File: src/pnm_pkg.sv
// Types and constants shared by the PNM stream decoder modules.
package pnm_pkg;

  typedef enum logic [3:0] {
    PH_MAGIC0,
    PH_MAGIC1,
    PH_WIDTH,
    PH_HEIGHT,
    PH_MAXVAL,
    PH_DATA,
    PH_DONE,
    PH_FAULT
  } phase_e;

  typedef enum logic [1:0] {
    FMT_NONE,
    FMT_P4,
    FMT_P5,
    FMT_P6
  } format_e;

  typedef enum logic [1:0] {
    ERR_NONE,
    ERR_MAGIC,
    ERR_MAXVAL,
    ERR_DEPTH
  } err_e;

  typedef enum logic [1:0] {
    BPS_1,
    BPS_2,
    BPS_4,
    BPS_8
  } bps_e;

  typedef enum logic {
    CMD_DATA,
    CMD_FAULT
  } cmd_kind_e;

  // One queue entry from the header parser to the unpacker.
  typedef struct packed {
    cmd_kind_e  kind;
    err_e       err;
    logic       start;
    bps_e       bps;
    logic [7:0] data;
  } cmd_t;

  localparam int unsigned FIFO_DEPTH = 4;

  localparam logic [7:0] CH_P    = 8'h50;
  localparam logic [7:0] CH_4    = 8'h34;
  localparam logic [7:0] CH_5    = 8'h35;
  localparam logic [7:0] CH_6    = 8'h36;
  localparam logic [7:0] CH_0    = 8'h30;
  localparam logic [7:0] CH_9    = 8'h39;
  localparam logic [7:0] CH_HASH = 8'h23;
  localparam logic [7:0] CH_LF   = 8'h0a;
  localparam logic [7:0] CH_CR   = 8'h0d;

  localparam logic [7:0] MAXV_1   = 8'd1;
  localparam logic [7:0] MAXV_3   = 8'd3;
  localparam logic [7:0] MAXV_15  = 8'd15;
  localparam logic [7:0] MAXV_255 = 8'd255;

endpackage

File: src/pnm_parser.sv
// Header parser: takes file bytes, tracks the header and queues data bytes or faults.
module pnm_parser import pnm_pkg::*; #(
  parameter int unsigned DIM_BITS = 16
) (
  input  logic                clk_i,
  input  logic                rst_ni,
  input  logic                byte_valid_i,
  input  logic [7:0]          byte_i,
  input  logic                sof_i,
  output logic                push_o,
  output cmd_t                cmd_o,
  output logic [DIM_BITS+1:0] row_len_o,
  output logic [DIM_BITS-1:0] height_o
);

  localparam int unsigned AW = DIM_BITS + 4;

  phase_e              phase_q, phase_d, phase_c;
  format_e             fmt_q, fmt_d;
  logic                cmt_q, cmt_d, cmt_c;
  logic [DIM_BITS-1:0] acc_q, acc_d, acc_c;
  logic                seen_q, seen_d, seen_c;
  logic [DIM_BITS-1:0] width_q, width_d;
  logic [DIM_BITS-1:0] height_q, height_d;
  bps_e                bps_q, bps_d;
  logic                pend_q, pend_d;

  logic                is_digit, is_eol, is_hash;
  logic [AW-1:0]       acc_sum;
  logic [DIM_BITS-1:0] acc_sat;
  logic                mv_ok;
  bps_e                mv_bps;
  logic                mv_depth_bad;

  // A start-of-file flag clears the parse state before this byte is looked at.
  assign phase_c = sof_i ? PH_MAGIC0 : phase_q;
  assign cmt_c   = sof_i ? 1'b0 : cmt_q;
  assign acc_c   = sof_i ? '0 : acc_q;
  assign seen_c  = sof_i ? 1'b0 : seen_q;

  assign is_digit = (byte_i >= CH_0) && (byte_i <= CH_9);
  assign is_eol   = (byte_i == CH_LF) || (byte_i == CH_CR);
  assign is_hash  = (byte_i == CH_HASH);

  // Decimal accumulate as acc*8 + acc*2 + digit, saturating at the all-ones value.
  assign acc_sum = {1'b0, acc_c, 3'b000} + {3'b000, acc_c, 1'b0} + AW'(byte_i[3:0]);
  assign acc_sat = (acc_sum > {4'b0000, {DIM_BITS{1'b1}}}) ? {DIM_BITS{1'b1}}
                                                           : acc_sum[DIM_BITS-1:0];

  always_comb begin
    mv_ok  = 1'b1;
    mv_bps = BPS_8;
    if (acc_c == DIM_BITS'(MAXV_1)) begin
      mv_bps = BPS_1;
    end else if (acc_c == DIM_BITS'(MAXV_3)) begin
      mv_bps = BPS_2;
    end else if (acc_c == DIM_BITS'(MAXV_15)) begin
      mv_bps = BPS_4;
    end else if (acc_c == DIM_BITS'(MAXV_255)) begin
      mv_bps = BPS_8;
    end else begin
      mv_ok = 1'b0;
    end
  end

  assign mv_depth_bad = (fmt_q == FMT_P6) && (mv_bps != BPS_8);

  // Next state.
  always_comb begin
    phase_d  = phase_q;
    fmt_d    = fmt_q;
    cmt_d    = cmt_q;
    acc_d    = acc_q;
    seen_d   = seen_q;
    width_d  = width_q;
    height_d = height_q;
    bps_d    = bps_q;
    pend_d   = pend_q;
    if (byte_valid_i) begin
      phase_d = phase_c;
      cmt_d   = cmt_c;
      acc_d   = acc_c;
      seen_d  = seen_c;
      case (phase_c)
        PH_MAGIC0: begin
          phase_d = (byte_i == CH_P) ? PH_MAGIC1 : PH_FAULT;
        end
        PH_MAGIC1: begin
          phase_d = PH_WIDTH;
          if (byte_i == CH_4) begin
            fmt_d = FMT_P4;
          end else if (byte_i == CH_5) begin
            fmt_d = FMT_P5;
          end else if (byte_i == CH_6) begin
            fmt_d = FMT_P6;
          end else begin
            phase_d = PH_FAULT;
          end
        end
        PH_WIDTH, PH_HEIGHT, PH_MAXVAL: begin
          if (cmt_c) begin
            if (is_eol) begin
              cmt_d = 1'b0;
            end
          end else if (is_digit) begin
            acc_d  = acc_sat;
            seen_d = 1'b1;
          end else if (seen_c) begin
            acc_d  = '0;
            seen_d = 1'b0;
            cmt_d  = is_hash;
            case (phase_c)
              PH_WIDTH: begin
                width_d = acc_c;
                phase_d = PH_HEIGHT;
              end
              PH_HEIGHT: begin
                height_d = acc_c;
                if (fmt_q == FMT_P4) begin
                  bps_d   = BPS_1;
                  pend_d  = 1'b1;
                  phase_d = ((width_q == '0) || (acc_c == '0)) ? PH_DONE : PH_DATA;
                end else begin
                  phase_d = PH_MAXVAL;
                end
              end
              default: begin
                if (!mv_ok || mv_depth_bad) begin
                  phase_d = PH_FAULT;
                end else begin
                  bps_d   = mv_bps;
                  pend_d  = 1'b1;
                  phase_d = ((width_q == '0) || (height_q == '0)) ? PH_DONE : PH_DATA;
                end
              end
            endcase
          end else if (is_hash) begin
            cmt_d = 1'b1;
          end
        end
        PH_DATA: begin
          if (cmt_c) begin
            if (is_eol) begin
              cmt_d = 1'b0;
            end
          end else begin
            pend_d = 1'b0;
          end
        end
        default: ;
      endcase
    end
  end

  // Queue entries.
  always_comb begin
    push_o      = 1'b0;
    cmd_o.kind  = CMD_DATA;
    cmd_o.err   = ERR_NONE;
    cmd_o.start = pend_q;
    cmd_o.bps   = bps_q;
    cmd_o.data  = byte_i;
    if (byte_valid_i) begin
      case (phase_c)
        PH_MAGIC0: begin
          if (byte_i != CH_P) begin
            push_o     = 1'b1;
            cmd_o.kind = CMD_FAULT;
            cmd_o.err  = ERR_MAGIC;
          end
        end
        PH_MAGIC1: begin
          if ((byte_i != CH_4) && (byte_i != CH_5) && (byte_i != CH_6)) begin
            push_o     = 1'b1;
            cmd_o.kind = CMD_FAULT;
            cmd_o.err  = ERR_MAGIC;
          end
        end
        PH_MAXVAL: begin
          if (!cmt_c && !is_digit && seen_c) begin
            if (!mv_ok) begin
              push_o     = 1'b1;
              cmd_o.kind = CMD_FAULT;
              cmd_o.err  = ERR_MAXVAL;
            end else if (mv_depth_bad) begin
              push_o     = 1'b1;
              cmd_o.kind = CMD_FAULT;
              cmd_o.err  = ERR_DEPTH;
            end
          end
        end
        PH_DATA: begin
          push_o = !cmt_c;
        end
        default: ;
      endcase
    end
  end

  // Samples per row: width for gray and bitmap images, three times width for color.
  assign row_len_o = (fmt_q == FMT_P6) ? ({2'b00, width_q} + {1'b0, width_q, 1'b0})
                                       : {2'b00, width_q};
  assign height_o  = height_q;

  always_ff @(posedge clk_i or negedge rst_ni) begin
    if (!rst_ni) begin
      phase_q  <= PH_MAGIC0;
      fmt_q    <= FMT_NONE;
      cmt_q    <= 1'b0;
      acc_q    <= '0;
      seen_q   <= 1'b0;
      width_q  <= '0;
      height_q <= '0;
      bps_q    <= BPS_1;
      pend_q   <= 1'b0;
    end else begin
      phase_q  <= phase_d;
      fmt_q    <= fmt_d;
      cmt_q    <= cmt_d;
      acc_q    <= acc_d;
      seen_q   <= seen_d;
      width_q  <= width_d;
      height_q <= height_d;
      bps_q    <= bps_d;
      pend_q   <= pend_d;
    end
  end

endmodule

File: src/pnm_fifo.sv
// Small first-in first-out queue between the parser and the unpacker.
module pnm_fifo import pnm_pkg::*; #(
  parameter int unsigned WIDTH = 8
) (
  input  logic             clk_i,
  input  logic             rst_ni,
  input  logic             push_i,
  input  logic [WIDTH-1:0] wdata_i,
  output logic             full_o,
  input  logic             pop_i,
  output logic             valid_o,
  output logic [WIDTH-1:0] rdata_o
);

  localparam int unsigned AW = $clog2(FIFO_DEPTH);

  logic [WIDTH-1:0] mem [FIFO_DEPTH];
  logic [AW-1:0]    wr_ptr_q, rd_ptr_q;
  logic [AW:0]      count_q;
  logic             do_push, do_pop;

  assign full_o  = (count_q == (AW+1)'(FIFO_DEPTH));
  assign valid_o = (count_q != '0);
  assign rdata_o = mem[rd_ptr_q];
  assign do_push = push_i && !full_o;
  assign do_pop  = pop_i && valid_o;

  always_ff @(posedge clk_i) begin
    if (do_push) begin
      mem[wr_ptr_q] <= wdata_i;
    end
  end

  always_ff @(posedge clk_i or negedge rst_ni) begin
    if (!rst_ni) begin
      wr_ptr_q <= '0;
      rd_ptr_q <= '0;
      count_q  <= '0;
    end else begin
      if (do_push) begin
        wr_ptr_q <= wr_ptr_q + AW'(1);
      end
      if (do_pop) begin
        rd_ptr_q <= rd_ptr_q + AW'(1);
      end
      if (do_push && !do_pop) begin
        count_q <= count_q + (AW+1)'(1);
      end else if (do_pop && !do_push) begin
        count_q <= count_q - (AW+1)'(1);
      end
    end
  end

endmodule

File: src/pnm_unpack.sv
// Unpacker: bytes to widened samples, one per cycle unless stalled, with row and image ends.
module pnm_unpack import pnm_pkg::*; #(
  parameter int unsigned DIM_BITS = 16
) (
  input  logic                clk_i,
  input  logic                rst_ni,
  input  logic                cmd_valid_i,
  input  cmd_t                cmd_i,
  input  logic [DIM_BITS+1:0] row_len_i,
  input  logic [DIM_BITS-1:0] height_i,
  output logic                cmd_pop_o,
  output logic                out_valid_o,
  input  logic                out_ready_i,
  output logic [7:0]          pixel_o,
  output logic                last_o,
  output logic                row_end_o,
  output logic                image_end_o,
  output err_e                err_o
);

  logic                busy_q, busy_d;
  cmd_kind_e           kind_q, kind_d;
  err_e                err_q, err_d;
  bps_e                bps_q, bps_d;
  logic [7:0]          shreg_q, shreg_d;
  logic [2:0]          k_q, k_d;
  logic [DIM_BITS+1:0] row_len_q, row_len_d;
  logic [DIM_BITS-1:0] height_q, height_d;
  logic [DIM_BITS+1:0] col_q, col_d;
  logic [DIM_BITS-1:0] row_q, row_d;
  logic                done_q, done_d;

  logic                out_valid_q, out_valid_d;
  logic [7:0]          out_pix_q;
  logic                out_last_q, out_rend_q, out_iend_q;
  err_e                out_err_q;

  logic                take, emit, finishing, is_fault;
  logic [7:0]          sample;
  logic [7:0]          shifted;
  logic [2:0]          k_max;
  logic [DIM_BITS+1:0] col_inc;
  logic [DIM_BITS-1:0] row_inc;
  logic                rend, iend, seg_last;

  assign take     = !out_valid_q || out_ready_i;
  assign emit     = busy_q && take;
  assign is_fault = (kind_q == CMD_FAULT);

  // The current sample sits in the top bits of the shift register.
  always_comb begin
    case (bps_q)
      BPS_1: begin
        sample  = {8{shreg_q[7]}};
        shifted = {shreg_q[6:0], 1'b0};
        k_max   = 3'd7;
      end
      BPS_2: begin
        sample  = {4{shreg_q[7:6]}};
        shifted = {shreg_q[5:0], 2'b00};
        k_max   = 3'd3;
      end
      BPS_4: begin
        sample  = {2{shreg_q[7:4]}};
        shifted = {shreg_q[3:0], 4'b0000};
        k_max   = 3'd1;
      end
      default: begin
        sample  = shreg_q;
        shifted = shreg_q;
        k_max   = 3'd0;
      end
    endcase
  end

  assign col_inc   = col_q + (DIM_BITS+2)'(1);
  assign row_inc   = row_q + DIM_BITS'(1);
  assign rend      = !is_fault && (col_inc >= row_len_q);
  assign iend      = rend && (row_inc >= height_q);
  // A row end cuts the byte short: its padding bits are dropped.
  assign seg_last  = is_fault || (k_q == k_max) || rend;
  assign finishing = emit && seg_last;
  assign cmd_pop_o = cmd_valid_i && (!busy_q || finishing);

  always_comb begin
    busy_d    = busy_q;
    kind_d    = kind_q;
    err_d     = err_q;
    bps_d     = bps_q;
    shreg_d   = shreg_q;
    k_d       = k_q;
    row_len_d = row_len_q;
    height_d  = height_q;
    col_d     = col_q;
    row_d     = row_q;
    done_d    = done_q;
    if (emit && !is_fault) begin
      shreg_d = shifted;
      k_d     = k_q + 3'd1;
      col_d   = rend ? '0 : col_inc;
      if (rend) begin
        row_d = row_inc;
      end
      if (iend) begin
        done_d = 1'b1;
      end
    end
    if (finishing) begin
      busy_d = 1'b0;
    end
    if (cmd_pop_o) begin
      kind_d  = cmd_i.kind;
      err_d   = cmd_i.err;
      bps_d   = cmd_i.bps;
      shreg_d = cmd_i.data;
      k_d     = 3'd0;
      if (cmd_i.kind == CMD_FAULT) begin
        busy_d = 1'b1;
      end else if (cmd_i.start) begin
        row_len_d = row_len_i;
        height_d  = height_i;
        col_d     = '0;
        row_d     = '0;
        done_d    = 1'b0;
        busy_d    = 1'b1;
      end else begin
        // Bytes after the end of the image are dropped here.
        busy_d = !done_d;
      end
    end
  end

  always_comb begin
    out_valid_d = out_valid_q;
    if (emit) begin
      out_valid_d = 1'b1;
    end else if (out_ready_i) begin
      out_valid_d = 1'b0;
    end
  end

  always_ff @(posedge clk_i or negedge rst_ni) begin
    if (!rst_ni) begin
      busy_q      <= 1'b0;
      kind_q      <= CMD_DATA;
      err_q       <= ERR_NONE;
      bps_q       <= BPS_8;
      k_q         <= '0;
      row_len_q   <= '0;
      height_q    <= '0;
      col_q       <= '0;
      row_q       <= '0;
      done_q      <= 1'b0;
      out_valid_q <= 1'b0;
    end else begin
      busy_q      <= busy_d;
      kind_q      <= kind_d;
      err_q       <= err_d;
      bps_q       <= bps_d;
      k_q         <= k_d;
      row_len_q   <= row_len_d;
      height_q    <= height_d;
      col_q       <= col_d;
      row_q       <= row_d;
      done_q      <= done_d;
      out_valid_q <= out_valid_d;
    end
  end

  always_ff @(posedge clk_i) begin
    shreg_q <= shreg_d;
    if (emit) begin
      out_pix_q  <= is_fault ? 8'h00 : sample;
      out_last_q <= seg_last;
      out_rend_q <= rend;
      out_iend_q <= iend;
      out_err_q  <= is_fault ? err_q : ERR_NONE;
    end
  end

  assign out_valid_o = out_valid_q;
  assign pixel_o     = out_pix_q;
  assign last_o      = out_last_q;
  assign row_end_o   = out_rend_q;
  assign image_end_o = out_iend_q;
  assign err_o       = out_err_q;

endmodule

File: src/pnm_stream_decoder_unit.sv
// Usage: binary PNM (P4, P5, P6) decoder that streams file bytes in and samples out.
// The input channel takes one file byte per word on s_axis_tdata; s_axis_tuser marks the
// first byte of a new file and resets the parse phase, comment and number state first.
// The output channel gives one widened 8-bit sample per word on m_axis_tdata, with
// m_axis_tlast on the last word caused by an input byte and m_axis_tuser holding the
// row end, image end and error code. An error word carries a zero sample and ends the
// file; later bytes give nothing until the next start-of-file mark.
// Header bytes are taken one per cycle while s_axis_tready is high; only a bad one gives
// a word, the error word. Each data byte gives 8, 4, 2 or 1 samples at one word per cycle
// while the receiver takes them (fewer at a row end); the next byte is loaded as the last
// sample of the current one is emitted. Output words are registered.
// A four-entry queue sits between the header parser and the unpacker, so bytes keep
// flowing while words wait; when the receiver stalls, the output word holds, the queue
// fills and s_axis_tready drops. Reset clears the parser, the queue and the output.
module pnm_stream_decoder_unit import pnm_pkg::*; #(
  parameter int unsigned DIM_BITS = 16
) (
  input  logic       clk_i,
  input  logic       rst_ni,
  input  logic       s_axis_tvalid,
  output logic       s_axis_tready,
  input  logic [7:0] s_axis_tdata,   // [7:0] data_byte
  input  logic       s_axis_tuser,   // [0] start_of_file
  output logic       m_axis_tvalid,
  input  logic       m_axis_tready,
  output logic [7:0] m_axis_tdata,   // [7:0] pixel
  output logic       m_axis_tlast,
  output logic [3:0] m_axis_tuser    // [0] row_end, [1] image_end, [3:2] error_code
);

  localparam int unsigned QW = $bits(cmd_t) + 2 * DIM_BITS + 2;

  logic                accept;
  logic                push;
  cmd_t                push_cmd;
  logic [DIM_BITS+1:0] push_row_len;
  logic [DIM_BITS-1:0] push_height;
  logic                fifo_full;
  logic                fifo_valid;
  logic                fifo_pop;
  logic [QW-1:0]       fifo_rdata;
  cmd_t                pop_cmd;
  logic [DIM_BITS+1:0] pop_row_len;
  logic [DIM_BITS-1:0] pop_height;
  logic                row_end, image_end;
  err_e                err;

  assign s_axis_tready = !fifo_full;
  assign accept        = s_axis_tvalid && s_axis_tready;

  pnm_parser #(
    .DIM_BITS (DIM_BITS)
  ) u_parser (
    .clk_i        (clk_i),
    .rst_ni       (rst_ni),
    .byte_valid_i (accept),
    .byte_i       (s_axis_tdata),
    .sof_i        (s_axis_tuser),
    .push_o       (push),
    .cmd_o        (push_cmd),
    .row_len_o    (push_row_len),
    .height_o     (push_height)
  );

  pnm_fifo #(
    .WIDTH (QW)
  ) u_fifo (
    .clk_i   (clk_i),
    .rst_ni  (rst_ni),
    .push_i  (push),
    .wdata_i ({push_row_len, push_height, push_cmd}),
    .full_o  (fifo_full),
    .pop_i   (fifo_pop),
    .valid_o (fifo_valid),
    .rdata_o (fifo_rdata)
  );

  assign {pop_row_len, pop_height, pop_cmd} = fifo_rdata;

  pnm_unpack #(
    .DIM_BITS (DIM_BITS)
  ) u_unpack (
    .clk_i       (clk_i),
    .rst_ni      (rst_ni),
    .cmd_valid_i (fifo_valid),
    .cmd_i       (pop_cmd),
    .row_len_i   (pop_row_len),
    .height_i    (pop_height),
    .cmd_pop_o   (fifo_pop),
    .out_valid_o (m_axis_tvalid),
    .out_ready_i (m_axis_tready),
    .pixel_o     (m_axis_tdata),
    .last_o      (m_axis_tlast),
    .row_end_o   (row_end),
    .image_end_o (image_end),
    .err_o       (err)
  );

  assign m_axis_tuser = {err, image_end, row_end};

endmodule

File: config.mk
export PLATFORM = sky130hd
export DESIGN_NAME = pnm_stream_decoder_unit
export DESIGN_NICKNAME = d
export VERILOG_FILES = /design/src/pnm_pkg.sv /design/src/pnm_parser.sv /design/src/pnm_fifo.sv /design/src/pnm_unpack.sv /design/src/pnm_stream_decoder_unit.sv
export SDC_FILE = /design/constraint.sdc
export NUM_CORES = 1
export LEC_CHECK = 0
export BUFFER_PORTS_ARGS = -buffer_cell sky130_fd_sc_hd__buf_2
export CAP_MARGIN = 20
export CORE_UTILIZATION = 45
export DETAILED_ROUTE_END_ITERATION = 16
export GPL_ROUTABILITY_DRIVEN = 0
export HOLD_SLACK_MARGIN = 0.08
export PLACE_DENSITY_LB_ADDON = 0.05
export SKIP_LAST_GASP = 1
export SLEW_MARGIN = 20
export SYNTH_ARGS = -nofsm -noshare
export SYNTH_HDL_FRONTEND = slang
export SYNTH_SLANG_ARGS = --single-unit
File: constraint.sdc
create_clock -name clk_i -period 4.5 [get_ports clk_i]
set_input_delay 0.9 -clock clk_i [delete_from_list [all_inputs] [get_ports clk_i]]
set_output_delay 0.9 -clock clk_i [all_outputs]
set_load 0.005 [all_outputs]
Yosys cells after proc, flatten, opt, wreduce, memory -nomap -nowiden
Memory sizes are Yosys's and may differ from the RTL's.
Cells that the tools add are included.
{"block": "op_classes", "reduce_logical": 56, "n_mux": 100, "n_lt_le_gt_ge": 5, "add_sub_neg": 10, "n_bitwise": 4, "n_eq_ne": 36}
{"cell": "$mux W16", "count": 11}
{"cell": "$mux W18", "count": 6}
{"cell": "$logic_not A16 Y1", "count": 3}
{"cell": "$mux W1", "count": 41}
{"cell": "$mux W3", "count": 12}
{"cell": "$eq A8 B6 Y1 const B", "count": 4}
{"cell": "$mux W4", "count": 8}
{"cell": "$ne A8 B6 Y1 const B", "count": 3}
{"cell": "$pmux W8 S3", "count": 1}
{"cell": "$pmux W7 S3", "count": 1}
{"cell": "$add A19 B17 Y20", "count": 1}
{"cell": "$add A20 B4 Y20", "count": 1}
{"cell": "$gt A20 B16 Y1 const B", "count": 1}
{"cell": "$add A16 B17 Y18", "count": 1}
{"cell": "$add A18 B1 Y18 const B", "count": 1}
{"cell": "$ge A18 B18 Y1", "count": 1}
{"cell": "$mux W2", "count": 9}
{"cell": "$pmux W3 S3", "count": 2}
{"cell": "$logic_and A1 B1 Y1", "count": 17}
{"cell": "$add A16 B1 Y16 const B", "count": 1}
{"cell": "$eq A16 B1 Y1 const B", "count": 1}
{"cell": "$eq A16 B2 Y1 const B", "count": 1}
{"cell": "$eq A16 B4 Y1 const B", "count": 1}
{"cell": "$eq A16 B8 Y1 const B", "count": 1}
{"cell": "40 further kinds", "count": 82}
{"block": "word_totals", "elab_cells": 241, "in_bits": 13, "n_memories": 1, "output_inout_bits": 15, "ram_bits": 192, "register_bits": 166}
{"memory": "u_fifo.mem", "depth": 4, "word_bits": 48, "rd": 1, "rd_clocked_by_memory_dff": 0, "write_ports": 1, "line": "pnm_fifo.sv:17", "rtl": "logic [WIDTH-1:0] mem [FIFO_DEPTH];"}

Longest topological paths before layout
Gate-level depths: netlist of the first run.
{"block": "depth", "depth_word": 17, "depth_mapped": 22}

Cells and area by module
A second synthesis of the first run with hierarchy kept.
{"block": "hier_totals", "hier_cells": 1542, "hier_area_um2": 18731.7}
{"mod": "pnm_fifo", "area_each_um2": 7407.1, "cells_each": 286, "instances": 1, "seq_area_each_um2": 5940.7}
{"mod": "pnm_unpack", "area_each_um2": 6193.4, "cells_each": 626, "instances": 1, "seq_area_each_um2": 2610.0}
{"mod": "pnm_parser", "area_each_um2": 5106.1, "cells_each": 626, "instances": 1, "seq_area_each_um2": 1476.4}
{"mod": "pnm_stream_decoder_unit", "area_each_um2": 25.0, "cells_each": 4, "instances": 1, "seq_area_each_um2": 0.0}

Worst setup path after synthesis of the first run
No wires, ideal clock.
{"block": "synth_path", "path_type": "input -> register", "start": "input port s_axis_tuser", "end": "register u_parser.acc_q[10]", "slack_ns": 0.176, "n_path_buf": 4, "stages": 17, "arrival_ns": 4.203, "required_time_ns": 4.379, "setup_ns": 0.121, "cell_sequence": "buf_2 clkbuf_1 clkbuf_1 nand2b_1 xnor2_1 ha_1 fa_1 a211oi_1 o21ai_0 nor4b_1 o41ai_2 mux2i_1 nor2_1 nand4_2 buf_6 o211ai_1 nand2_1"}
{"block": "synth_via", "elab_chain_len": 8, "elab_cells_between_ends": 16, "cone_classes": "add/sub (2); order compare (1); eq/ne (3); mux (9); reduce/logical (1)"}
{"item": "start, declared", "line": "pnm_stream_decoder_unit.sv:23", "rtl": "input logic s_axis_tuser,"}
{"item": "$mux W16", "line": "pnm_parser.sv:38", "rtl": "assign acc_c = sof_i ? '0 : acc_q;"}
{"item": "$add A19 B17 Y20", "line": "pnm_parser.sv:46", "rtl": "assign acc_sum = {1'b0, acc_c, 3'b000} + {3'b000, acc_c, 1'b0} + AW'(byte_i[3:0]);"}
{"item": "$add A20 B4 Y20", "line": "pnm_parser.sv:46"}
{"item": "$gt A20 B16 Y1", "line": "pnm_parser.sv:47", "rtl": "assign acc_sat = (acc_sum > {4'b0000, {DIM_BITS{1'b1}}}) ? {DIM_BITS{1'b1}}"}
{"item": "$mux W16", "line": "pnm_parser.sv:47"}
{"item": "$mux W16", "line": "pnm_parser.sv:105", "rtl": "end else if (is_digit) begin"}
{"item": "$mux W16", "line": "pnm_parser.sv:101", "rtl": "if (cmt_c) begin"}
{"item": "$mux W16 *", "line": "pnm_parser.sv:84", "rtl": "case (phase_c)"}
{"item": "end signal, assigned", "line": "pnm_parser.sv:210", "rtl": "acc_q <= '0;"}
{"item": "end signal, assigned", "line": "pnm_parser.sv:220", "rtl": "acc_q <= acc_d;"}
{"item": "end, declared", "line": "pnm_parser.sv:21", "rtl": "logic [DIM_BITS-1:0] acc_q, acc_d, acc_c;"}
Every way passes the cells marked *; elsewhere a longest branch is shown, timed or not.
A chain may end at the register's enable or synchronous reset.

Worst setup path after layout of the first run
{"block": "layout_path", "start": "register u_unpack.col_q[2]", "end": "register u_fifo.count_q[2]"}
{"block": "layout_via", "elab_chain_len": 11, "elab_cells_between_ends": 13, "cone_classes": "add/sub (1); order compare (1); mux (1); reduce/logical (10)"}
{"item": "start, declared", "line": "pnm_unpack.sv:29", "rtl": "logic [DIM_BITS+1:0] col_q, col_d;"}
{"item": "start signal, assigned", "line": "pnm_unpack.sv:163", "rtl": "col_q <= col_d;"}
{"item": "$add A18 B1 Y18 *", "line": "pnm_unpack.sv:76", "rtl": "assign col_inc = col_q + (DIM_BITS+2)'(1);"}
{"item": "$ge A18 B18 Y1 *", "line": "pnm_unpack.sv:78", "rtl": "assign rend = !is_fault && (col_inc >= row_len_q);"}
{"item": "$logic_and A1 B1 Y1 *", "line": "pnm_unpack.sv:78"}
{"item": "$logic_or A1 B1 Y1 *", "line": "pnm_unpack.sv:81", "rtl": "assign seg_last = is_fault || (k_q == k_max) || rend;"}
{"item": "$logic_and A1 B1 Y1 *", "line": "pnm_unpack.sv:82", "rtl": "assign finishing = emit && seg_last;"}
{"item": "$logic_or A1 B1 Y1 *", "line": "pnm_unpack.sv:83", "rtl": "assign cmd_pop_o = cmd_valid_i && (!busy_q || finishing);"}
{"item": "$logic_and A1 B1 Y1 *", "line": "pnm_unpack.sv:83"}
{"item": "$logic_and A1 B1 Y1 *", "line": "pnm_fifo.sv:26", "rtl": "assign do_pop = pop_i && valid_o;"}
{"item": "$logic_not A1 Y1", "line": "pnm_fifo.sv:46", "rtl": "if (do_push && !do_pop) begin"}
{"item": "$logic_and A1 B1 Y1", "line": "pnm_fifo.sv:46"}
{"item": "$mux W3 or $reduce_bool A2 Y1 (tied branches)"}
{"item": "end signal, assigned", "line": "pnm_fifo.sv:47", "rtl": "count_q <= count_q + (AW+1)'(1);"}
{"item": "end signal, assigned", "line": "pnm_fifo.sv:49", "rtl": "count_q <= count_q - (AW+1)'(1);"}
{"item": "end, declared", "line": "pnm_fifo.sv:19", "rtl": "logic [AW:0] count_q;"}
Marked as above.

==> metrics.csv, run 1 <==
stage;metric;value;unit
sta;fin. max-slew vios;0;
sta;Hold Violations, Final;0;
clock_network;CTS Root Cell;clkbuf_16;
logic_synthesis;syn_area_per_cell;12.1;µm²
logic_synthesis;sequential element share of the synthesized area;55.3;%
setup_path;Critical Path Stages;17;
clock_network;H-tree levels;2;
setup_path;Data arrival, critical path;4.59;ns
logic_synthesis;mux share of post-synthesis cell area;9.23;%
layout;share of cells above drive strength 1;16.3;%
sta;Final Cycle Share;92.9;%
setup_path;crit path capture;u_fifo.count_q[2];
setup_path;Most Frequent Cell on Critical Path;nand3_1;
routing;vias post-DR;11500;
sta;achievable clock frequency;0.239;GHz
logic_synthesis;Post-Synth Adder-Cell Area;7.30;%
floorplan;die width;203;µm
logic_synthesis;EDFF count, synth;213;
routing;Detailed Routing Iterations Pass 1;11;
floorplan;initial core utilization;45.7;%
placed_design;DP Wirelength;27200;µm
logic_synthesis;unique cell type count in the Yosys netlist;67;
run_status;outcome;finished, violations left;
placed_design;placed instance area;19200;µm²
routing;mean number of vias per cell;5.42;
setup_path;CP required;4.91;ns
floorplan;Die Area;41100;µm²
clock_network;Worst-path clk slew;0.06;ns
logic_synthesis;count of state elements after synthesis;358;
setup_path;slowest stage cell on the critical path;dfrtp_1;
power;Pwr per Cell Area;532;nW/µm²
setup_path;R2R Path End;u_fifo.count_q[2];
worst_hold_path;HP Class;in2async;
setup_path;crit-path cells;nand3_1, nor3_2, nand3_1, nor2_2, and3_1, xor2_1, ha_1, nand4_1, nor3_2, nand3_1, a211oi_4, nor2_4, ha_1, fa_1, xnor2_1, nor2_1, xor2_1;
global_routing;vias in the first global route;11400;
run;Max Cap Violations;0;
clock_network;CTS tree;built;
routing;DRC viols;1;
logic_synthesis;post-synthesis cell area;18100;µm²
power;Max rail drop VDD;0.000324;V
setup_path;Worst path max stage delay;0.43;ns
sta;Worst Tran Pin Value;1.03;ns
global_routing;initial antenna violation count;0;
floorplan;Die Ht;203;µm
logic_synthesis;synthesized netlist cell count;1501;
run_status;violated checks;DRC;
clock_network;Clock Path Buffers;3;
setup_path;Worst R2R Start;u_unpack.col_q[2];
clock_network;clock sink total;358;
setup_path;worst-path maximum fanout;6;
setup_path;R2R cell count;17;
routing;WL per Instance;18.6;µm
global_routing;first-pass GRT wire length;63600;µm
clock_network;cts bufs inserted;40;
floorplan;core footprint;39700;µm²
sta;endpoints failing setup;0;
sta;Max Clock Skew;0.0212;ns
setup_path;worst path bufs/invs;0;
logic_synthesis;Yosys warning total;0;
logic_synthesis;Synth Area in Compound Gates;9.61;%
routing;remaining antenna violation count;0;
layout;final core utilization;51.7;%
global_routing;largest net degree at the start of global routing;100;
logic_synthesis;Synthesized Nets;1618;
sta;Slew headroom;31.3;%
sta;RSZ-0062 raised after global routing;true;
layout;Non-Filler Cell Area, Final;20500;µm²
routing;Routed Wire Length;39300;µm
setup_path;Top delay family on crit path;simple AND/OR/NAND/NOR gates;
setup_path;critical path class;reg2reg;
layout;n_diodes;0;
layout;NumNets Final;1677;
clock_network;Skew-Pair Late Insertion Delay;0.54;ns
floorplan;# rows;73;
logic_synthesis;ys async rst share;40.5;%
global_routing;GRT Overall Usage;19.7;%
logic_synthesis;Synth Flop Type;edfxtp_1;
setup_path;Startpoint Class;flop;
sta;Final min period;4.18;ns
global_routing;gr ovfl total;0;
layout;Layout area overhead;13.2;%
logic_synthesis;largest family of logic cells by synthesized area;simple AND/OR/NAND/NOR gates;
routing;initial detailed-routing violation count;709;
logic_synthesis;Synth Area in Simple Gates;11.3;%
setup_path;R2R setup slack;0.32;ns
logic_synthesis;Post-Synth XOR/XNOR Area;4.06;%
placed_design;number of port buffers;27;
setup_path;crit path from;u_unpack.col_q[2];
power;P_leak;8.53;nW
setup_path;Worst setup EP type;flop;
floorplan;num ports;28;
==> layout make-up <==
cell class | count | area [µm²]
flip-flops and latches | 358 | 10000
well taps | 525 | 657
inverters | 83 | 312
multi-input cells | 996 | 7570
clock buffers | 51 | 1070
repair buffers | 81 | 672
clock inverters | 20 | 231
fillers | 3481 | 19200
==> how the worst min path moves through the flow <==
stage / start / to / slack, ns / cells past startpoint
3_5_place_dp: u_unpack.height_q[15] / u_unpack.height_q[15] / 0.48 / 1
4_1_cts: u_unpack.height_q[15] / u_unpack.height_q[15] / 0.49 / 1
3_3_place_gp: u_unpack.done_q / u_unpack.done_q / 0.47 / 2
6_report: rst_ni / u_unpack.col_q[11] / 0.47 / 1
2_1_floorplan: u_unpack.done_q / u_unpack.done_q / 0.45 / 2
5_1_grt: u_unpack.height_q[15] / u_unpack.height_q[15] / 0.50 / 1
==> report_power, final <==
group          switching (mW)  leakage (nW)  internal, mW
registers               0.406          3.92          4.20
logic                    1.63          3.98          1.42
clock network            1.29         0.634          1.97
==> metrics by stage <==
stage	power, mW	instances	setup slack (ns)	TNS [ns]	hold WS (ns)
after floorplan	6.80	1501	0.176	0	0.449
after global placement	7.67	2039	0.264	0	0.470
after detailed placement	7.72	2039	0.182	0	0.476
after CTS	11.0	2110	0.139	0	0.489
after global routing	11.6	2114	-0.000124	-0.000124	0.501
final	10.9	2114	0.318	0	0.473
==> worst reg2reg max path, delay by kind of cell (launching register included) <==
family                   cells  cell delay (ns)
flip-flops                   1             0.43
adder cells (fa/ha/maj)      3             0.97
AND/OR/NAND/NOR             10             1.86
XOR/XNOR                     3             0.39
AO/OA/AOI/OAI                1             0.42
==> placed cells by master, fill, tap and decap left out, drive strengths merged, types with 7 or more instances in the layout <==
cell,count
mux2,50
mux4,48
nand4,12
ha,101
clkbuf,52
a22oi,11
o21ai,109
and2,13
nand2b,30
dfrtp,143
a21o,20
nor3,36
inv,84
xnor2,40
clkinv,12
buf,80
a31oi,11
nand3,30
a211oi,11
o21a,7
a21oi,79
edfxtp,213
o211ai,12
nor4,12
xor2,44
nor2b,17
and3,15
nand2,121
nor2,99
==> Yosys cell counts (10+ instances only) <==
cell type,instances,area [µm²]
edfxtp_1,213,6400
dfrtp_1,143,3580
nand2_1,121,454
o21ai_0,106,531
ha_1,101,1260
nor2_1,97,364
inv_1,83,312
a21oi_1,79,395
clkbuf_1,49,184
mux4_2,48,1080
mux2_2,47,529
xor2_1,44,385
xnor2_1,40,350
nor3_1,36,180
nand2b_1,30,188
nand3_1,30,150
a21o_1,20,150
nor2b_1,17,106
and3_1,15,93.8
and2_1,13,81.3
nor4_1,12,75.1
o211ai_1,12,90.1
a22oi_1,11,82.6
a31oi_1,11,68.8
nand4_1,11,68.8
a211oi_1,10,75.1
==> registers in the layout (all words and copies together) (netlist names), 3 cells and up <==
name	count
u_unpack.pixel_o	8
u_unpack.k_q	3
u_unpack.height_q	16
u_parser.acc_q	16
u_fifo.mem	192
u_unpack.col_q	18
u_parser.height_o	16
u_unpack.shreg_q	8
u_fifo.count_q	3
u_unpack.row_q	16
u_unpack.row_len_q	18
u_parser.width_q	16
u_parser.phase_q	4
==> cell families (layout without fill, tap and decap cells) <==
group / Yosys count / after routing
DFF: 358 / 358
AOI/OAI and AO/OA: 290 / 290
adders and majority gates: 104 / 104
buffers and inverters: 147 / 235
xor gates and xnor gates: 84 / 84
and+or+nand+nor: 417 / 417
muxes: 101 / 101
==> routing by layer <==
metal | up-vias | wire length [µm] | track usage, %
met2 | 147 | 18000 | 30.4
met3 | 51 | 1250 | 2.76
met1 | 5647 | 19300 | 29.1
li1 | 5609 | - | -
met5 | - | 0 | 0
met4 | 0 | 727 | 5.37
==> timing repair <==
item                       4_1_cts  5_1_grt
resized for setup                0        8
buffers inserted                 0        2
setup endpoints to repair        0       41
hold buffers                     0        0
No activity file was read; power rests on OpenSTA's default activity.
==> inputs of run 2 (changes only) <==
--- a/config.mk
+++ b/config.mk
@@ -8,6 +8,7 @@
 export BUFFER_PORTS_ARGS = -buffer_cell sky130_fd_sc_hd__buf_2
 export CAP_MARGIN = 20
 export CORE_UTILIZATION = 45
+export CTS_BUF_LIST = sky130_fd_sc_hd__clkbuf_8
 export DETAILED_ROUTE_END_ITERATION = 16
 export GPL_ROUTABILITY_DRIVEN = 0
 export HOLD_SLACK_MARGIN = 0.08
==> metrics.csv, run 2 (synthesized netlist as in run 1, its figures left out) <==
stage;metric;value;unit;change
layout;Reg with most FFs;u_fifo.mem;;unchanged
setup_path;crit path capture;u_unpack.row_len_q[12];;was u_fifo.count_q[2]
setup_path;Most Frequent Cell on Critical Path;nand3_1;;unchanged
setup_path;Data arrival, critical path;4.70;ns;was 4.59 ns
layout;fin cells;2154;;was 2114
placed_design;DP Wirelength;27200;µm;unchanged
layout;NumNets Final;1694;;was 1677
floorplan;# rows;73;;unchanged
routing;vias post-DR;11500;;about the same
placed_design;pre-CTS WS;0.182;ns;unchanged
sta;endpoints failing setup;0;;unchanged
global_routing;first-pass GRT wire length;64300;µm;was 63600 µm
routing;initial detailed-routing violation count;630;;was 709
power;Pwr per Cell Area;515;nW/µm²;was 532 nW/µm²
clock_network;Worst-path clk slew;0.06;ns;about the same
clock_network;Clock Path Buffers;3;;unchanged
clock_network;clock sink total;358;;unchanged
placed_design;number of port buffers;27;;unchanged
placed_design;placed instance area;19200;µm²;unchanged
worst_hold_path;HP Class;in2async;;unchanged
setup_path;crit path from;u_unpack.col_q[2];;unchanged
run;Max Cap Violations;0;;unchanged
layout;filler cell count;3549;;was 3481
global_routing;GRT Overall Usage;19.9;%;was 19.7%
layout;share of cells above drive strength 1;16.9;%;was 16.3%
layout;max FFs per register;192;;unchanged
power;Max rail drop VDD;0.000311;V;was 0.000324 V
layout;commonest non-fill, non-tap cell in the layout;edfxtp_1;;unchanged
setup_path;Startpoint Class;flop;;unchanged
layout;commonest cells after routing, fill and taps aside;edfxtp_1 (213), dfrtp_1 (141), nand2_1 (121), inv_1 (108), o21ai_0 (105);;was edfxtp_1 (213), dfrtp_1 (141), nand2_1 (121), o21ai_0 (105), ha_1 (100)
clock_network;Skew-Pair Late Insertion Delay;0.63;ns;was 0.54 ns
clock_network;cts bufs inserted;61;;was 40
routing;Routed Wire Length;39400;µm;was 39300 µm
setup_path;Worst R2R Start;u_unpack.col_q[2];;unchanged
setup_path;crit-path cells;nand3_1, nor3_2, nand3_1, nor2_2, and3_1, xor2_1, ha_1, nand4_1, nor3_4, nand3_1, a211oi_4, nor2_4, nor3b_4, buf_12, mux2_2;;was nand3_1, nor3_2, nand3_1, nor2_2, and3_1, xor2_1, ha_1, nand4_1, nor3_2, nand3_1, a211oi_4, nor2_4, ha_1, fa_1, xnor2_1, nor2_1, xor2_1
setup_path;Worst setup EP type;flop;;unchanged
floorplan;Die Ht;203;µm;unchanged
global_routing;initial antenna violation count;0;;unchanged
sta;Worst Tran Pin Value;1.00;ns;was 1.03 ns
setup_path;critical path class;reg2reg;;unchanged
routing;Detailed Routing Iterations Pass 1;11;;unchanged
layout;Non-Filler Cell Area, Final;20400;µm²;was 20500 µm²
run_status;violated checks;DRC;;unchanged
setup_path;Worst path max stage delay;0.43;ns;about the same
setup_path;worst-path maximum fanout;69;;was 6
setup_path;R2R setup slack;0.32;ns;about the same
routing;mean number of vias per cell;5.36;;was 5.42
global_routing;largest net degree at the start of global routing;100;;unchanged
setup_path;CP required;5.02;ns;was 4.91 ns
layout;Layout area overhead;12.5;%;was 13.2%
sta;Max Clock Skew;0.0289;ns;was 0.0212 ns
routing;remaining antenna violation count;0;;unchanged
power;Design Power;10.5;mW;was 10.9 mW
clock_network;CTS Root Cell;clkbuf_8;;was clkbuf_16
global_routing;vias in the first global route;11600;;was 11400
placed_design;dpl cells;2039;;unchanged
run_status;outcome;finished, violations left;;unchanged
sta;achievable clock frequency;0.239;GHz;about the same
routing;WL per Instance;18.3;µm;was 18.6 µm
setup_path;R2R cell count;15;;was 17
sta;Final Cycle Share;93.0;%;was 92.9%
power;P_leak;8.59;nW;was 8.53 nW
layout;largest registers in the final layout;u_fifo.mem: 192 flops, u_unpack.col_q: 18 flops, u_unpack.row_len_q: 18 flops;;unchanged
floorplan;Die Area;41100;µm²;unchanged
floorplan;core footprint;39700;µm²;unchanged
floorplan;initial core utilization;45.7;%;unchanged
floorplan;die width;203;µm;unchanged
floorplan;num ports;28;;unchanged
sta;final setup margin;0.316;ns;was 0.318 ns
clock_network;CTS tree;built;;unchanged
global_routing;gr ovfl total;0;;unchanged
routing;DRC viols;1;;unchanged
sta;fin. max-slew vios;0;;unchanged
sta;Slew headroom;32.7;%;was 31.3%
sta;Final min period;4.18;ns;about the same
clock_network;H-tree levels;2;;unchanged
layout;n_diodes;0;;unchanged
sta;Hold Violations, Final;0;;unchanged
setup_path;slowest stage cell on the critical path;dfrtp_1;;unchanged
setup_path;R2R Path End;u_unpack.row_len_q[12];;was u_fifo.count_q[2]
run 2: per-stage QoR:
stage	hold slack [ns]	utilization [%]	setup TNS, ns
6_report	0.349	51.4	0
4_1_cts	0.367	51.3	0
3_5_place_dp	0.476	48.2	0
3_3_place_gp	0.470	48.2	0
5_1_grt	0.409	51.4	-0.0271
2_1_floorplan	0.449	-	0
run 2: report_power, final:
group / switching (mW) / internal (mW)
clock: 1.31 / 1.58
combinational: 1.61 / 1.40
sequential: 0.405 / 4.21
total: 3.33 / 7.18
run 2: timing repair:
action / in CTS / in global routing
hold buffers: 0 / 0
endpoints found under the setup margin: 0 / 41
setup buffers: 0 / 0
gates resized for setup: 0 / 8
run 2: area by class of cell:
cell class | count | area (µm²) | share of cell area (%)
Clock buffer | 66 | 908 | 4.45
Inverter | 83 | 312 | 1.53
Clock inverter | 49 | 303 | 1.48
Multi-Input combinational cell | 996 | 7570 | 37.1
Timing Repair Buffer | 77 | 629 | 3.08
Sequential cell | 358 | 10000 | 49.1
Tap cell | 525 | 657 | 3.22
run 2: worst min-delay path by stage:
stage	endpoint	start	slack, ns
after global placement	u_unpack.done_q	u_unpack.done_q	0.47
after floorplan	u_unpack.done_q	u_unpack.done_q	0.45
after CTS	u_unpack.row_len_q[16]	rst_ni	0.37
after global routing	u_unpack.col_q[13]	rst_ni	0.41
after detailed placement	u_unpack.height_q[15]	u_unpack.height_q[15]	0.48
final	u_unpack.col_q[12]	rst_ni	0.35
run 2: layer usage:
| metal | wire, µm | part of all wire, % | track usage [%] | up-vias |
|---|---|---|---|---|
| li1 | - | - | - | 5660 |
| met1 | 19300 | 49 | 28.7 | 5667 |
| met2 | 18100 | 46 | 30.9 | 157 |
| met3 | 1280 | 3.2 | 3.27 | 65 |
| met4 | 779 | 2.0 | 5.80 | 0 |
| met5 | 0 | 0 | 0 | - |
run 2: critical path: cells and delay by family, from the launching register on:
| kind | cells | cell delay, ns |
|---|---|---|
| simple gates | 10 | 2.03 |
| buf+inv | 1 | 0.32 |
| flops | 1 | 0.43 |
| xor+xnor | 1 | 0.09 |
| mux | 1 | 0.38 |
| compound gates | 1 | 0.40 |
| fa+ha+maj | 1 | 0.34 |
==> inputs of run 3 (changes only) <==
--- a/config.mk
+++ b/config.mk
@@ -17,4 +17,5 @@
 export SLEW_MARGIN = 20
 export SYNTH_ARGS = -nofsm -noshare
 export SYNTH_HDL_FRONTEND = slang
+export SYNTH_HIERARCHICAL = 1
 export SYNTH_SLANG_ARGS = --single-unit
==> metrics.csv, run 3 <==
stage;metric;value;unit;change
layout;Layout area overhead;11.2;%;was 12.5%
power;Net Sw Frac;32.9;%;was 31.7%
global_routing;M1 GR Usage;29.7;%;was 28.7%
run_status;outcome;complete, no violations;;was finished, violations left
setup_path;Data arrival, critical path;4.62;ns;was 4.70 ns
setup_path;Startpoint Class;flop;;unchanged
power;Pwr per Cell Area;517;nW/µm²;was 515 nW/µm²
clock_network;Worst-path clk slew;0.06;ns;about the same
logic_synthesis;count leader, synth;edfxtp_1;;unchanged
layout;max FFs per register;192;;unchanged
power;clock power share;25.2;%;was 27.5%
clock_network;post-CTS setup buffer count;0;;unchanged
layout;filler cell count;3630;;was 3549
layout;largest registers in the final layout;u_fifo/mem: 192 flops, u_unpack/col_q: 18 flops, u_unpack/row_len_q: 18 flops;;was u_fifo.mem: 192 flops, u_unpack.col_q: 18 flops, u_unpack.row_len_q: 18 flops
power;Max rail drop VDD;0.000275;V;was 0.000311 V
clock_network;post-CTS sizing;0;;unchanged
routing;initial detailed-routing violation count;564;;was 630
routing;Detailed Routing Iterations Pass 1;4;;was 11
sta;Final min period;4.10;ns;was 4.18 ns
logic_synthesis;Synth Flop Type;edfxtp_1;;unchanged
sta;endpoints failing setup;0;;unchanged
global_routing;GR peak layer;met2;;unchanged
logic_synthesis;synthesized netlist cell count;1542;;was 1501
placed_design;number of port buffers;27;;unchanged
logic_synthesis;count of state elements after synthesis;358;;unchanged
layout;area occupied by multi-input gates;7910;µm²;was 7570 µm²
layout;NumNets Final;1735;;was 1694
floorplan;Die Ht;206;µm;was 203 µm
logic_synthesis;Synthesized Nets;1659;;was 1618
floorplan;die width;206;µm;was 203 µm
setup_path;R2R cell count;16;;was 15
setup_path;CP required;5.02;ns;about the same
sta;worst hold slack;0.297;ns;was 0.349 ns
setup_path;slowest stage cell on the critical path;a221o_1;;was dfrtp_1
placed_design;dpl cells;2088;;was 2039
layout;Reg with most FFs;u_fifo/mem;;was u_fifo.mem
logic_synthesis;unique cell type count in the Yosys netlist;79;;was 67
layout;Non-Filler Cell Area, Final;20800;µm²;was 20400 µm²
clock_network;CTS Root Cell;clkbuf_8;;unchanged
sta;Hold Violations, Final;0;;unchanged
routing;Routed Wire Length;41800;µm;was 39400 µm
setup_path;worst-path maximum fanout;5;;was 69
clock_network;Skew-Pair Late Insertion Delay;0.63;ns;about the same
logic_synthesis;EDFF count, synth;213;;unchanged
floorplan;initial core utilization;45.8;%;was 45.7%
layout;share of cells above drive strength 1;19.2;%;was 16.9%
layout;fin cells;2199;;was 2154
global_routing;met2 Usage GRT;30.8;%;was 30.9%
placed_design;DP Wirelength;29100;µm;was 27200 µm
clock_network;Post-CTS Hold Buffers;0;;unchanged
setup_path;Worst R2R Start;u_unpack/col_q[3];;was u_unpack.col_q[2]
routing;remaining antenna violation count;0;;unchanged
power;P_leak;8.60;nW;was 8.59 nW
clock_network;clock sink total;358;;unchanged
sta;Final TNS setup;0;ns;unchanged
floorplan;# rows;74;;was 73
floorplan;core footprint;40900;µm²;was 39700 µm²
logic_synthesis;Yosys warning total;6;;was 0
setup_path;R2R Path End;u_fifo/count_q[1];;was u_unpack.row_len_q[12]
sta;Final Cycle Share;91.1;%;was 93.0%
logic_synthesis;syn_area_per_cell;12.1;µm²;about the same
global_routing;largest net degree at the start of global routing;78;;was 100
logic_synthesis;sequential element share of the synthesized area;53.5;%;was 55.3%
routing;vias post-DR;12100;;was 11500
global_routing;GRT Overall Usage;20.3;%;was 19.9%
placed_design;pre-CTS WS;-0.00722;ns;was 0.182 ns
floorplan;num ports;28;;unchanged
layout;commonest cells after routing, fill and taps aside;edfxtp_1 (213), dfrtp_1 (141), nand2_1 (127), inv_1 (101), ha_1 (101);;was edfxtp_1 (213), dfrtp_1 (141), nand2_1 (121), inv_1 (108), o21ai_0 (105)
layout;n_diodes;0;;unchanged
layout;FF/Latch Area;10000;µm²;unchanged
power;Pint;7.22;mW;was 7.18 mW
logic_synthesis;top cell type's share of synthesized area;34.1;%;was 35.3%
global_routing;first-pass GRT wire length;66700;µm;was 64300 µm
routing;WL per Instance;19.0;µm;was 18.3 µm
sta;Worst Tran Pin Value;0.862;ns;was 1.00 ns
logic_synthesis;post-synthesis cell area;18700;µm²;was 18100 µm²
clock_network;cts bufs inserted;60;;was 61
logic_synthesis;ys async rst share;40.5;%;unchanged
setup_path;Most Frequent Cell on Critical Path;ha_1;;was nand3_1
power;sequential power share;43.1;%;was 43.9%
power;share of total power in combinational logic;31.7;%;was 28.7%
global_routing;grt met3 use;3.31;%;was 3.27%
sta;final setup margin;0.398;ns;was 0.316 ns
logic_synthesis;leading area contributor after synthesis;edfxtp_1;;unchanged
sta;RSZ-0062 raised after global routing;false;;
setup_path;Worst setup EP type;flop;;unchanged
routing;DRC viols;0;;was 1
floorplan;Die Area;42400;µm²;was 41100 µm²
layout;final core utilization;50.9;%;was 51.4%
setup_path;crit-path cells;and3_1, and4_1, nand3_1, xnor2_1, ha_1, nand4_2, nor3_4, a21boi_2, a41oi_2, a221o_1, inv_4, nand2_1, ha_1, inv_1, fa_1, mux2_2;;was nand3_1, nor3_2, nand3_1, nor2_2, and3_1, xor2_1, ha_1, nand4_1, nor3_4, nand3_1, a211oi_4, nor2_4, nor3b_4, buf_12, mux2_2
clock_network;Clock Path Buffers;3;;unchanged
placed_design;placed instance area;19700;µm²;was 19200 µm²
logic_synthesis;dominant cells by area after synthesis;edfxtp_1 (34%), dfrtp_1 (19%), ha_1 (6.7%);;was edfxtp_1 (35%), dfrtp_1 (20%), ha_1 (7.0%)
setup_path;critical path class;reg2reg;;unchanged
logic_synthesis;synth cell count leaders;edfxtp_1 (213), dfrtp_1 (143), nand2_1 (127);;was edfxtp_1 (213), dfrtp_1 (143), nand2_1 (121)
setup_path;Worst path max stage delay;0.43;ns;about the same
global_routing;initial antenna violation count;0;;unchanged
power;Switch Pwr;3.55;mW;was 3.33 mW
clock_network;H-tree levels;2;;unchanged
clock_network;CTS tree;built;;unchanged
layout;commonest non-fill, non-tap cell in the layout;edfxtp_1;;unchanged
sta;Max Clock Skew;0.0170;ns;was 0.0289 ns
setup_path;R2R setup slack;0.40;ns;was 0.32 ns
sta;achievable clock frequency;0.244;GHz;was 0.239 GHz
power;Design Power;10.8;mW;was 10.5 mW
global_routing;vias in the first global route;11900;;was 11600
run;Max Cap Violations;0;;unchanged
sta;fin. max-slew vios;0;;unchanged
worst_hold_path;HP Class;in2async;;unchanged
routing;mean number of vias per cell;5.51;;was 5.36
global_routing;gr ovfl total;0;;unchanged
sta;Slew headroom;42.5;%;was 32.7%
## run 3: changes by cell type after synthesis, moves of 8 or more
cell / before / now
nor2_1: 97 / 75
buf_4: 7 / 18
nor3_1: 36 / 26
mux2_2: 47 / 60
nand4_1: 11 / 22
nand2b_1: 30 / 20
inv_1: 83 / 75
xor2_1: 44 / 22
a21oi_1: 79 / 100
o21ai_0: 106 / 87
o31ai_1: 5 / 13
## run 3: worst max-delay path by stage
stage	start	to	slack, ns	cells after the start
6_report	u_unpack/col_q[3]	u_fifo/count_q[1]	0.40	16
5_1_grt	u_unpack/col_q[3]	u_fifo/count_q[2]	0.08	18
4_1_cts	u_unpack/col_q[3]	u_fifo/count_q[2]	0.24	18
3_5_place_dp	s_axis_tuser	u_parser/acc_q[1]	-0.007	14
3_3_place_gp	s_axis_tuser	u_parser/acc_q[1]	0.08	14
2_1_floorplan	s_axis_tuser	u_parser/acc_q[14]	0.009	17
## run 3: power by group through the flow
stage | combinational [mW] | clock, mW | sequential, mW
floorplan | 2.70 | 0 | 4.53
global placement | 3.40 | 0 | 4.69
detailed placement | 3.44 | 0 | 4.71
CTS | 3.45 | 2.83 | 4.65
global route | 3.78 | 2.96 | 4.74
finish | 3.41 | 2.71 | 4.64
## run 3: metal layers
layer / wire, µm / up-vias
li1: - / 5902
met1: 20800 / 5931
met2: 18700 / 214
met3: 1450 / 75
met4: 927 / 0
met5: 0 / -
## run 3: layout make-up
| cell class | count | area share [%] |
|---|---|---|
| clock buffer | 66 | 4.36 |
| sequential | 358 | 48.2 |
| timing repair buffer | 96 | 3.83 |
| inverter | 76 | 1.38 |
| clock inverter | 45 | 1.06 |
| tap | 532 | 3.20 |
| multi-input combinational | 1026 | 38.0 |
## run 3: logic make-up after synthesis
| logic type | after synthesis | synth area share (%) |
|---|---|---|
| AO/OA/AOI/OAI | 338 | 11.5 |
| AND/OR/NAND/NOR | 409 | 11.0 |
| buffers and inverters | 158 | 4.34 |
| multiplexers | 114 | 9.77 |
| XOR/XNOR | 61 | 2.85 |
| adder cells (fa/ha/maj) | 104 | 7.07 |
| flip-flops | 358 | 53.5 |
## run 3: critical path, delay by kind of cell, from the launching register on
| kind | cells | cell delay [ns] |
|---|---|---|
| XOR/XNOR | 1 | 0.18 |
| AND/OR/NAND/NOR | 6 | 1.31 |
| adder cells (fa/ha/maj) | 3 | 0.93 |
| buffers and inverters | 2 | 0.15 |
| multiplexers | 1 | 0.27 |
| AO/OA/AOI/OAI | 3 | 0.75 |
| flip-flops | 1 | 0.40 |
